File: src/hw/rtl/sjf_pkg.sv
// ----------------------------------------------------------------------------
// sjf_pkg
// Shared sizes, payload types, controller/datapath interface structs and
// helper functions for the shortest-job-first scheduler.
// ----------------------------------------------------------------------------
package sjf_pkg;

  // batch and time sizing
  localparam int MAX_JOBS  = 16;
  localparam int TIME_BITS = 16;

  // fixed field widths of the channels
  localparam int IN_W   = 16;
  localparam int TICK_W = 21;
  localparam int IDX_W  = 6;
  localparam int FRAC_W = 8;
  localparam int WT_W   = TICK_W + FRAC_W;

  // derived widths
  localparam int JOB_AW    = (MAX_JOBS > 1) ? $clog2(MAX_JOBS) : 1;
  localparam int CNT_W     = $clog2(MAX_JOBS + 1);
  localparam int CMP_W     = (TIME_BITS > TICK_W) ? TIME_BITS : TICK_W;
  localparam int DIV_CNT_W = $clog2(WT_W + 1);

  localparam logic [TICK_W-1:0] TICK_MAX = '1;
  localparam logic [WT_W-1:0]   WT_MAX   = '1;

  typedef logic [TIME_BITS-1:0] time_t;
  typedef logic [TICK_W-1:0]    tick_t;

  // input transaction payload
  typedef struct packed {
    logic [IN_W-1:0] arrive_time;
    logic [IN_W-1:0] run_time;
    logic            last_job;
  } sjf_in_t;

  // result transaction payload
  typedef struct packed {
    logic [IDX_W-1:0] job_index;
    tick_t            start_tick;
    tick_t            finish_tick;
    tick_t            turnaround;
    logic [WT_W-1:0]  weighted_turnaround;
    logic             last_result;
  } sjf_out_t;

  // controller to datapath commands
  typedef struct packed {
    logic load;
    logic scan_init;
    logic scan_run;
    logic pick;
    logic finish;
    logic tat;
    logic div_start;
    logic emit;
  } sjf_cmd_t;

  // datapath to controller status
  typedef struct packed {
    logic scan_done;
    logic div_busy;
    logic out_free;
    logic batch_last;
  } sjf_sts_t;

  // keep the low TIME_BITS of an input time field
  function automatic time_t to_time(input logic [IN_W-1:0] v);
    logic [IN_W+TIME_BITS-1:0] ext;
    ext = {{TIME_BITS{1'b0}}, v};
    return ext[TIME_BITS-1:0];
  endfunction

  // clamp a wide tick value to the tick range
  function automatic tick_t sat_tick(input logic [CMP_W:0] v);
    tick_t res;
    if (v > (CMP_W+1)'(TICK_MAX)) begin
      res = TICK_MAX;
    end else begin
      res = v[TICK_W-1:0];
    end
    return res;
  endfunction

endpackage

File: src/hw/rtl/sjf_div.sv
// ----------------------------------------------------------------------------
// sjf_div
// Restoring divider, one quotient bit per cycle, for the Q8 weighted
// turnaround.
// ----------------------------------------------------------------------------
module sjf_div
  import sjf_pkg::*;
(
  input  logic            clk,
  input  logic            rst_n,
  input  logic            start,
  input  logic [WT_W-1:0] dividend,
  input  time_t           divisor,
  output logic            busy,
  output logic [WT_W-1:0] quotient
);

  logic                 busy_r, busy_nxt;
  logic [DIV_CNT_W-1:0] cnt_r, cnt_nxt;
  time_t                rem_r, rem_nxt;
  logic [WT_W-1:0]      dq_r, dq_nxt;
  time_t                dvs_r, dvs_nxt;

  logic [TIME_BITS:0]   rem_sh;
  logic [TIME_BITS:0]   rem_sub;
  logic                 q_bit;

  // trial subtract of one step
  assign rem_sh  = {rem_r, dq_r[WT_W-1]};
  assign q_bit   = (rem_sh >= {1'b0, dvs_r});
  assign rem_sub = rem_sh - {1'b0, dvs_r};

  always_comb begin
    busy_nxt = busy_r;
    cnt_nxt  = cnt_r;
    rem_nxt  = rem_r;
    dq_nxt   = dq_r;
    dvs_nxt  = dvs_r;
    if (start) begin
      busy_nxt = 1'b1;
      cnt_nxt  = DIV_CNT_W'(WT_W);
      rem_nxt  = '0;
      dq_nxt   = dividend;
      dvs_nxt  = divisor;
    end else if (busy_r) begin
      rem_nxt = q_bit ? rem_sub[TIME_BITS-1:0] : rem_sh[TIME_BITS-1:0];
      dq_nxt  = {dq_r[WT_W-2:0], q_bit};
      cnt_nxt = cnt_r - DIV_CNT_W'(1);
      if (cnt_r == DIV_CNT_W'(1)) begin
        busy_nxt = 1'b0;
      end
    end
  end

  // control state
  always_ff @(posedge clk) begin
    if (!rst_n) begin
      busy_r <= 1'b0;
      cnt_r  <= '0;
    end else begin
      busy_r <= busy_nxt;
      cnt_r  <= cnt_nxt;
    end
  end

  // operand and partial result registers
  always_ff @(posedge clk) begin
    rem_r <= rem_nxt;
    dq_r  <= dq_nxt;
    dvs_r <= dvs_nxt;
  end

  assign busy     = busy_r;
  assign quotient = dq_r;

endmodule

File: src/hw/rtl/sjf_dp.sv
// ----------------------------------------------------------------------------
// sjf_dp
// Scheduler datapath: job store, selection scan, timing arithmetic, divider
// and result register.
// ----------------------------------------------------------------------------
module sjf_dp
  import sjf_pkg::*;
(
  input  logic     clk,
  input  logic     rst_n,
  input  sjf_cmd_t cmd,
  output sjf_sts_t sts,
  input  sjf_in_t  in_data,
  output logic     out_valid,
  input  logic     out_ready,
  output sjf_out_t out_data
);

  // job store
  time_t arr_mem [MAX_JOBS];
  time_t run_mem [MAX_JOBS];

  // batch state
  logic [CNT_W-1:0]    loaded_r, loaded_nxt;
  logic [CNT_W-1:0]    sched_r, sched_nxt;
  logic [MAX_JOBS-1:0] done_r, done_nxt;
  tick_t               clock_now_r, clock_now_nxt;

  // scan pipeline
  logic [CNT_W-1:0]  issue_r, issue_nxt;
  logic              pend_valid_r, pend_valid_nxt;
  logic [JOB_AW-1:0] pend_idx_r;
  time_t             rd_arr_r, rd_run_r;

  // running winners of the scan
  logic              found_run_r, found_run_nxt;
  time_t             br_run_r, br_run_nxt;
  time_t             br_arr_r, br_arr_nxt;
  logic [JOB_AW-1:0] br_idx_r, br_idx_nxt;
  logic              found_arr_r, found_arr_nxt;
  time_t             ba_arr_r, ba_arr_nxt;
  time_t             ba_run_r, ba_run_nxt;
  logic [JOB_AW-1:0] ba_idx_r, ba_idx_nxt;

  // picked job
  logic [JOB_AW-1:0] pick_idx_r;
  time_t             pick_arr_r, pick_run_r;
  tick_t             start_r, finish_r, tat_r;

  // result register
  logic     out_valid_r, out_valid_nxt;
  sjf_out_t out_data_r;

  logic              load_en;
  logic              elig, arrived;
  logic [CMP_W-1:0]  clk_sel, sel_arr_ext, start_raw;
  logic [JOB_AW-1:0] sel_idx;
  time_t             sel_arr, sel_run;
  logic [CMP_W:0]    finish_sum;
  logic [CMP_W-1:0]  tat_diff;
  logic              div_busy;
  logic [WT_W-1:0]   div_q;
  logic [WT_W-1:0]   wt_val;
  logic              batch_last;
  logic              out_free;

  assign load_en = cmd.load && (loaded_r < CNT_W'(MAX_JOBS));

  // store write and registered scan read
  always_ff @(posedge clk) begin
    if (load_en) begin
      arr_mem[loaded_r[JOB_AW-1:0]] <= to_time(in_data.arrive_time);
      run_mem[loaded_r[JOB_AW-1:0]] <= to_time(in_data.run_time);
    end
    if (cmd.scan_run) begin
      rd_arr_r   <= arr_mem[issue_r[JOB_AW-1:0]];
      rd_run_r   <= run_mem[issue_r[JOB_AW-1:0]];
      pend_idx_r <= issue_r[JOB_AW-1:0];
    end
  end

  // candidate tests on the entry read last cycle
  assign elig    = pend_valid_r && !done_r[pend_idx_r];
  assign arrived = CMP_W'(rd_arr_r) <= CMP_W'(clock_now_r);

  // scan bookkeeping and winner tracking
  always_comb begin
    issue_nxt      = issue_r;
    pend_valid_nxt = pend_valid_r;
    found_run_nxt  = found_run_r;
    br_run_nxt     = br_run_r;
    br_arr_nxt     = br_arr_r;
    br_idx_nxt     = br_idx_r;
    found_arr_nxt  = found_arr_r;
    ba_arr_nxt     = ba_arr_r;
    ba_run_nxt     = ba_run_r;
    ba_idx_nxt     = ba_idx_r;
    if (cmd.scan_init) begin
      issue_nxt      = '0;
      pend_valid_nxt = 1'b0;
      found_run_nxt  = 1'b0;
      found_arr_nxt  = 1'b0;
    end else begin
      if (cmd.scan_run) begin
        pend_valid_nxt = (issue_r < loaded_r);
        if (issue_r < loaded_r) begin
          issue_nxt = issue_r + CNT_W'(1);
        end
      end
      // shortest run among arrived jobs
      if (elig && arrived && (!found_run_r || rd_run_r < br_run_r)) begin
        found_run_nxt = 1'b1;
        br_run_nxt    = rd_run_r;
        br_arr_nxt    = rd_arr_r;
        br_idx_nxt    = pend_idx_r;
      end
      // earliest arrival for the idle case
      if (elig && (!found_arr_r || rd_arr_r < ba_arr_r)) begin
        found_arr_nxt = 1'b1;
        ba_arr_nxt    = rd_arr_r;
        ba_run_nxt    = rd_run_r;
        ba_idx_nxt    = pend_idx_r;
      end
    end
  end

  // job choice and start time; idle case jumps the clock to the arrival
  always_comb begin
    if (found_run_r) begin
      sel_idx = br_idx_r;
      sel_arr = br_arr_r;
      sel_run = br_run_r;
      clk_sel = CMP_W'(clock_now_r);
    end else begin
      sel_idx = ba_idx_r;
      sel_arr = ba_arr_r;
      sel_run = ba_run_r;
      clk_sel = CMP_W'(ba_arr_r);
    end
    sel_arr_ext = CMP_W'(sel_arr);
    start_raw   = (clk_sel > sel_arr_ext) ? clk_sel : sel_arr_ext;
  end

  assign finish_sum = (CMP_W+1)'(start_r) + (CMP_W+1)'(pick_run_r);
  assign tat_diff   = CMP_W'(finish_r) - CMP_W'(pick_arr_r);

  // batch state updates
  always_comb begin
    loaded_nxt    = loaded_r;
    sched_nxt     = sched_r;
    done_nxt      = done_r;
    clock_now_nxt = clock_now_r;
    if (load_en) begin
      loaded_nxt = loaded_r + CNT_W'(1);
    end
    if (cmd.finish) begin
      clock_now_nxt        = sat_tick(finish_sum);
      done_nxt[pick_idx_r] = 1'b1;
    end
    if (cmd.emit) begin
      sched_nxt = sched_r + CNT_W'(1);
      if (batch_last) begin
        loaded_nxt    = '0;
        sched_nxt     = '0;
        done_nxt      = '0;
        clock_now_nxt = '0;
      end
    end
  end

  assign batch_last = (sched_r + CNT_W'(1)) == loaded_r;

  // control state
  always_ff @(posedge clk) begin
    if (!rst_n) begin
      loaded_r     <= '0;
      sched_r      <= '0;
      done_r       <= '0;
      clock_now_r  <= '0;
      issue_r      <= '0;
      pend_valid_r <= 1'b0;
      found_run_r  <= 1'b0;
      found_arr_r  <= 1'b0;
      out_valid_r  <= 1'b0;
    end else begin
      loaded_r     <= loaded_nxt;
      sched_r      <= sched_nxt;
      done_r       <= done_nxt;
      clock_now_r  <= clock_now_nxt;
      issue_r      <= issue_nxt;
      pend_valid_r <= pend_valid_nxt;
      found_run_r  <= found_run_nxt;
      found_arr_r  <= found_arr_nxt;
      out_valid_r  <= out_valid_nxt;
    end
  end

  // payload registers
  always_ff @(posedge clk) begin
    br_run_r <= br_run_nxt;
    br_arr_r <= br_arr_nxt;
    br_idx_r <= br_idx_nxt;
    ba_arr_r <= ba_arr_nxt;
    ba_run_r <= ba_run_nxt;
    ba_idx_r <= ba_idx_nxt;
    if (cmd.pick) begin
      pick_idx_r <= sel_idx;
      pick_arr_r <= sel_arr;
      pick_run_r <= sel_run;
      start_r    <= sat_tick({1'b0, start_raw});
    end
    if (cmd.finish) begin
      finish_r <= sat_tick(finish_sum);
    end
    if (cmd.tat) begin
      tat_r <= (CMP_W'(finish_r) >= CMP_W'(pick_arr_r)) ? tat_diff[TICK_W-1:0] : '0;
    end
    if (cmd.emit) begin
      out_data_r.job_index           <= IDX_W'(pick_idx_r);
      out_data_r.start_tick          <= start_r;
      out_data_r.finish_tick         <= finish_r;
      out_data_r.turnaround          <= tat_r;
      out_data_r.weighted_turnaround <= wt_val;
      out_data_r.last_result         <= batch_last;
    end
  end

  // weighted turnaround divider, zero run saturates
  sjf_div u_div (
    .clk      (clk),
    .rst_n    (rst_n),
    .start    (cmd.div_start),
    .dividend ({tat_r, {FRAC_W{1'b0}}}),
    .divisor  (pick_run_r),
    .busy     (div_busy),
    .quotient (div_q)
  );

  assign wt_val = (pick_run_r == '0) ? WT_MAX : div_q;

  // result register handshake
  assign out_free = !out_valid_r || out_ready;

  always_comb begin
    out_valid_nxt = out_valid_r;
    if (cmd.emit) begin
      out_valid_nxt = 1'b1;
    end else if (out_ready) begin
      out_valid_nxt = 1'b0;
    end
  end

  assign sts.scan_done  = (issue_r == loaded_r) && !pend_valid_r;
  assign sts.div_busy   = div_busy;
  assign sts.out_free   = out_free;
  assign sts.batch_last = batch_last;

  assign out_valid = out_valid_r;
  assign out_data  = out_data_r;

endmodule

File: src/hw/rtl/sjf_ctrl.sv
// ----------------------------------------------------------------------------
// sjf_ctrl
// Scheduler controller: loads jobs, then steps the datapath through scan,
// pick, timing, divide and result for each job of the batch.
// ----------------------------------------------------------------------------
module sjf_ctrl
  import sjf_pkg::*;
(
  input  logic     clk,
  input  logic     rst_n,
  input  logic     in_valid,
  input  logic     in_last,
  output logic     in_ready,
  input  sjf_sts_t sts,
  output sjf_cmd_t cmd
);

  localparam logic [2:0] S_LOAD = 3'd0;
  localparam logic [2:0] S_INIT = 3'd1;
  localparam logic [2:0] S_SCAN = 3'd2;
  localparam logic [2:0] S_PICK = 3'd3;
  localparam logic [2:0] S_FIN  = 3'd4;
  localparam logic [2:0] S_TAT  = 3'd5;
  localparam logic [2:0] S_DIV  = 3'd6;
  localparam logic [2:0] S_OUT  = 3'd7;

  logic [2:0] state_r, state_nxt;
  logic       div_issued_r, div_issued_nxt;

  // next state and commands
  always_comb begin
    state_nxt      = state_r;
    div_issued_nxt = div_issued_r;
    cmd            = '0;
    in_ready       = 1'b0;
    unique case (state_r)
      S_LOAD: begin
        in_ready = 1'b1;
        if (in_valid) begin
          cmd.load = 1'b1;
          if (in_last) begin
            state_nxt = S_INIT;
          end
        end
      end
      S_INIT: begin
        cmd.scan_init = 1'b1;
        state_nxt     = S_SCAN;
      end
      S_SCAN: begin
        cmd.scan_run = 1'b1;
        if (sts.scan_done) begin
          state_nxt = S_PICK;
        end
      end
      S_PICK: begin
        cmd.pick  = 1'b1;
        state_nxt = S_FIN;
      end
      S_FIN: begin
        cmd.finish = 1'b1;
        state_nxt  = S_TAT;
      end
      S_TAT: begin
        cmd.tat        = 1'b1;
        div_issued_nxt = 1'b0;
        state_nxt      = S_DIV;
      end
      S_DIV: begin
        // start once, then wait for the last quotient bit
        if (!div_issued_r) begin
          cmd.div_start  = 1'b1;
          div_issued_nxt = 1'b1;
        end else if (!sts.div_busy) begin
          state_nxt = S_OUT;
        end
      end
      S_OUT: begin
        if (sts.out_free) begin
          cmd.emit  = 1'b1;
          state_nxt = sts.batch_last ? S_LOAD : S_INIT;
        end
      end
      default: begin
        state_nxt = S_LOAD;
      end
    endcase
  end

  always_ff @(posedge clk) begin
    if (!rst_n) begin
      state_r      <= S_LOAD;
      div_issued_r <= 1'b0;
    end else begin
      state_r      <= state_nxt;
      div_issued_r <= div_issued_nxt;
    end
  end

endmodule

File: src/hw/rtl/shortest_job_first_scheduler_core.sv
// ----------------------------------------------------------------------------
// shortest_job_first_scheduler_core
// Non-preemptive shortest-job-first scheduler: loads a batch of jobs, then
// emits one timing result per job in schedule order.
//
//   channel | direction | handshake            | payload
//   in_     | input     | in_valid / in_ready   | sjf_in_t  (arrive, run, last)
//   out_    | output    | out_valid / out_ready | sjf_out_t (index, times, wt)
//
// Loading accepts one job transaction per cycle while the input is open.
// For each result, the store entries of the batch are scanned one per cycle,
// and the Q8 divide retires one quotient bit per cycle.
// Reset is synchronous; the job store is not cleared (entries are always
// written before they are read), so no clearing pass follows reset.
// A stalled result holds in the output register; the next job is still scanned
// and timed, and its result waits only when that register is still full.
// ----------------------------------------------------------------------------
module shortest_job_first_scheduler_core
  import sjf_pkg::*;
(
  input  logic     clk,
  input  logic     rst_n,
  input  logic     in_valid,
  output logic     in_ready,
  input  sjf_in_t  in_data,
  output logic     out_valid,
  input  logic     out_ready,
  output sjf_out_t out_data
);

  sjf_cmd_t cmd;
  sjf_sts_t sts;

  // sequencer
  sjf_ctrl u_ctrl (
    .clk      (clk),
    .rst_n    (rst_n),
    .in_valid (in_valid),
    .in_last  (in_data.last_job),
    .in_ready (in_ready),
    .sts      (sts),
    .cmd      (cmd)
  );

  // store, scan, arithmetic and result register
  sjf_dp u_dp (
    .clk       (clk),
    .rst_n     (rst_n),
    .cmd       (cmd),
    .sts       (sts),
    .in_data   (in_data),
    .out_valid (out_valid),
    .out_ready (out_ready),
    .out_data  (out_data)
  );

  // a result is never written over one still waiting
  a_emit_free: assert property (@(posedge clk) disable iff (!rst_n)
    cmd.emit |-> sts.out_free)
    else $error("result register overwritten");

  // the divider is only started when idle
  a_div_idle: assert property (@(posedge clk) disable iff (!rst_n)
    cmd.div_start |-> !sts.div_busy)
    else $error("divider restarted while busy");

  // the final job of a batch closes the input side
  a_last_closes: assert property (@(posedge clk) disable iff (!rst_n)
    (in_valid && in_ready && in_data.last_job) |=> !in_ready)
    else $error("input still open after last job");

  // one datapath command per cycle
  a_one_cmd: assert property (@(posedge clk) disable iff (!rst_n)
    $onehot0({cmd.load, cmd.scan_init, cmd.scan_run, cmd.pick, cmd.finish,
              cmd.tat, cmd.div_start, cmd.emit}))
    else $error("overlapping datapath commands");

endmodule

File: config.mk
export PLATFORM = sky130hd
export DESIGN_NAME = shortest_job_first_scheduler_core
export DESIGN_NICKNAME = d
export VERILOG_FILES = /design/src/hw/rtl/sjf_pkg.sv /design/src/hw/rtl/sjf_div.sv /design/src/hw/rtl/sjf_dp.sv /design/src/hw/rtl/sjf_ctrl.sv /design/src/hw/rtl/shortest_job_first_scheduler_core.sv
export SDC_FILE = /design/constraint.sdc
export NUM_CORES = 1
export LEC_CHECK = 0
export ABC_AREA = 1
export BUFFER_PORTS_ARGS = -buffer_cell sky130_fd_sc_hd__buf_2
export CAP_MARGIN = 20
export CORE_UTILIZATION = 56
export DETAILED_ROUTE_END_ITERATION = 7
export PLACE_DENSITY = 0.81
export SLEW_MARGIN = 30
export SYNTH_ARGS = -nofsm -noshare
export SYNTH_HDL_FRONTEND = slang
export SYNTH_SLANG_ARGS = --single-unit
File: constraint.sdc
create_clock -name clk -period 3.4 [get_ports clk]
set_clock_uncertainty 0.1 [all_clocks]
set_input_delay 0.68 -clock clk [delete_from_list [all_inputs] [get_ports clk]]
set_output_delay 0.68 -clock clk [all_outputs]
set_load 0.01 [all_outputs]
==> results by group <==
Global routing
  – First-pass GRT wire length: ~140,000 um
  – Grt ovf: 0
  – Initial antenna violation count: 5
  – Vias in the first global route: around 26,000
  – Total track usage: ~25%
  – Largest net degree at the start of global routing: ~110

Yosys
  – Synthesized area per cell: approximately 12 sq um
  – Post-synth ARST share: 0%
  – Yosys top cell by area: edfxtp_1
  – Share of the synthesized area in the top cell type: around 63%
  – Top cells by area, synth: edfxtp_1 63%, nand2_1 5.2%, nor2_1 4.5%
  – Top_reg_cell synth: edfxtp_1
  – Synth warn: 0
  – Synth Instances: between 3,000 and 4,000
  – Post-synth EDFFs: roughly 850
  – Distinct cells, synth: 57
  – Cell area after synthesis: just over 0.04 sq mm
  – Flop and latch count out of synthesis: roughly 940
  – Sequential-to-total area share from yosys stat: around 67%

Critical path
  – CP arrival: about 3200 ps
  – WP data required: between 3000 and 4000 ps
  – Crit Path Class: flop to flop
  – CP Max Fanout: 40
  – Beginning of the critical path: u_dp.found_run_r
  – Worst r2r src: u_dp.found_run_r
  – Nature of the critical path endpoint: flop
  – CP Launch Type: flop

Power
  – Worst vdd ir: ~470 uV
  – Leak Pwr: between 15 and 20 nW
  – PwrDens: between 500 and 600 mW/mm^2
  – Tot Pwr: around 27 mW

CTS
  – CTS root buf: clkbuf_16
  – CTS tree: done
  – Skew-Pair Late Insertion Delay: 680 ps
  – Cts bufs inserted: 93
  – # hold bufs at CTS: 0
  – CTS H-tree depth: 3
  – TritonCTS Sinks: 943
  – Post-CTS Setup Inserts: 0
  – Clock Path Buffers: 3
  – Worst-path clk slew: 60 ps

Cells and area
  – Share of cells above drive strength 1: approximately 11%
  – Fillcell total: between 5,000 and 6,000
  – Synth-to-Final Area Change: 12.1%
  – Fin nets: 3,804

Floorplan
  – Die Footprint: approximately 0.074 sq mm
  – Ports: between 100 and 150
  – Die X-Extent: 272 um
  – Chip height: 272 um
  – Core area: 0.0717 sq mm
  – Starting Density: 56.8%
  – Row count: 98

Job
  – Max_cap viols: 0

Place
  – Post-Place Worst Slack: between 300 and 400 ps
  – DP HPWL: about 62,000 um
  – Port bufs: around 140
  – Placer Congestion: between 0.9 and 1

Timing
  – Min cycle time layout: 2940 ps
  – Final Hold Violating Endpoints: 0
  – Setup Viol. Count Final: 0
  – Final Slew Violations: 0
  – FMAX: approximately 0.34 GHz
  – Slew at the pin closest to its max-slew limit: 862 ps
  – Fin worst setup slack: ~460 ps
  – Fin Setup TNS: 0 ps
  – Final period util: slightly below 90%
  – Relative slew margins: 42.1%
  – RSZ-0062 raised after global routing: false

Drt
  – WL final: about 93,000 um
  – Routed WL per cell: approximately 20 um
  – Detailed Routing Iterations Pass 1: 5
  – Vias post-DR: 26,900
  – Via density: 5.76
  – DRT iter0 DRCs: 2,941
  – ANT nets after route: 0
  – Final routed DRC violation total: 0

Status
  – Status: finished, final reports clean

Hold path
  – Hold Path Class: primary input to flop
  – Hold_sp: in_data[24]
-- metal layers --
metal | up-vias | GRT usage [%] | share of wire, %
li1 | 12600 | - | -
met1 | 12900 | 32.7 | 40
met4 | 6 | 9.71 | 3.4
met5 | - | 0 | 0.044
met3 | 194 | 3.64 | 7.1
met2 | 1154 | 42.8 | 49
-- sequential cells by signal, indices dropped and copies added (netlist names), 21 cells and up --
name,flops
u_dp.out_data,97
u_dp.finish_r,21
u_dp.clock_now_r,21
u_dp.start_r,21
u_dp.arr_mem,256
u_dp.u_div.quotient,29
u_dp.run_mem,256
u_dp.tat_r,21
-- final timing paths --
check                                      endpoint  slack (ps)  cells past startpoint
worst max register to register      u_dp.start_r[7]         460                     10
worst min register to register    u_dp.out_data[49]         350                      0
worst min-delay path            u_dp.arr_mem[15][7]         290                      1
worst max-delay path                u_dp.start_r[7]         460                     10
-- cells in the mapped netlist (35+ instances only) --
cell type  number
mux2i_1        51
inv_1         306
a21oi_1       132
o21ai_0       195
clkbuf_1       71
o221ai_1       50
nor2_1        489
edfxtp_1      853
nand2_1       563
nand3_1       131
ha_1          123
o32ai_1        78
dfxtp_1        90
buf_2          35
o21ai_1        38
-- power breakdown --
group	total (mW)	switching (mW)	internal [mW]
clock	9.89	4.31	5.57
sequential	13.8	0.388	13.4
combinational	3.21	2.21	1.00
-- per-stage QoR --
stage | hold slack [ps] | utilization (%) | instance area (sq um) | std cells
floorplan | 324 | - | 40700 | 3484
global placement | 336 | 59.5 | 42700 | 4496
detailed placement | 335 | 59.5 | 42700 | 4496
CTS | 256 | 63.6 | 45600 | 4668
global route | 275 | 63.6 | 45600 | 4669
finish | 287 | 63.6 | 45600 | 4669
-- critical path, cell delays in order, from the launching register on --
cell	delay [ps]
dfxtp_4	600
buf_4	210
nor2_1	60
a21oi_1	170
inv_1	70
ha_1	270
nand2_1	70
nor4_1	270
nand4_1	150
nand2_2	500
o21ai_1	140
-- area by class of cell --
cell class                      instances  area (sq um)  area share, %
Tap cell                              950          1190           2.60
Inverter                              325          1220           2.68
Sequential cell                       943         27400           60.1
Clock buffer                          126          2460           5.39
Clock inverter                         46           473           1.04
Multi-Input combinational cell       2079         11600           25.4
Timing Repair Buffer                  199          1280           2.81
Antenna cell                            1          2.50        0.00548
-- cell usage in the layout (no fill, tap or decap), types with 8 or more instances in the layout --
cell	n
o211ai_1	19
o21a_1	10
nor2_1	471
a31oi_1	9
clkinv_2	15
o21ai_0	195
nor3_2	11
nand4_1	28
o21ai_1	38
clkinv_1	18
nor2_4	21
buf_4	54
edfxtp_1	853
buf_12	10
clkbuf_1	32
dfxtp_1	86
ha_1	123
mux2i_1	51
inv_2	16
xnor2_1	17
nand2_1	563
buf_2	135
inv_1	306
o211ai_2	9
nor3_1	19
nor4_1	10
xor2_1	16
o22ai_1	8
clkbuf_16	93
o32ai_1	78
a21oi_1	131
o221ai_1	50
nand3_1	131
-- repair_timing --
action,in CTS,in global routing
resized for setup,0,1
endpoints found under the setup margin,0,11
hold endpoints to repair,0,0
-- logic make-up (layout without fill, tap and decap cells) --
kind of cell | Yosys count | in the layout | share of synthesized area [%]
simple gates | 1305 | 1305 | 13.5
flops | 943 | 943 | 67.3
compound gates | 562 | 562 | 8.61
buf+inv | 462 | 696 | 4.66
fa+ha+maj | 126 | 126 | 3.93
mux | 51 | 51 | 1.25
xor+xnor | 33 | 33 | 0.710
other cells | 1 | 3 | 0.00921
Note: power is estimated with default switching activity, not from simulation.
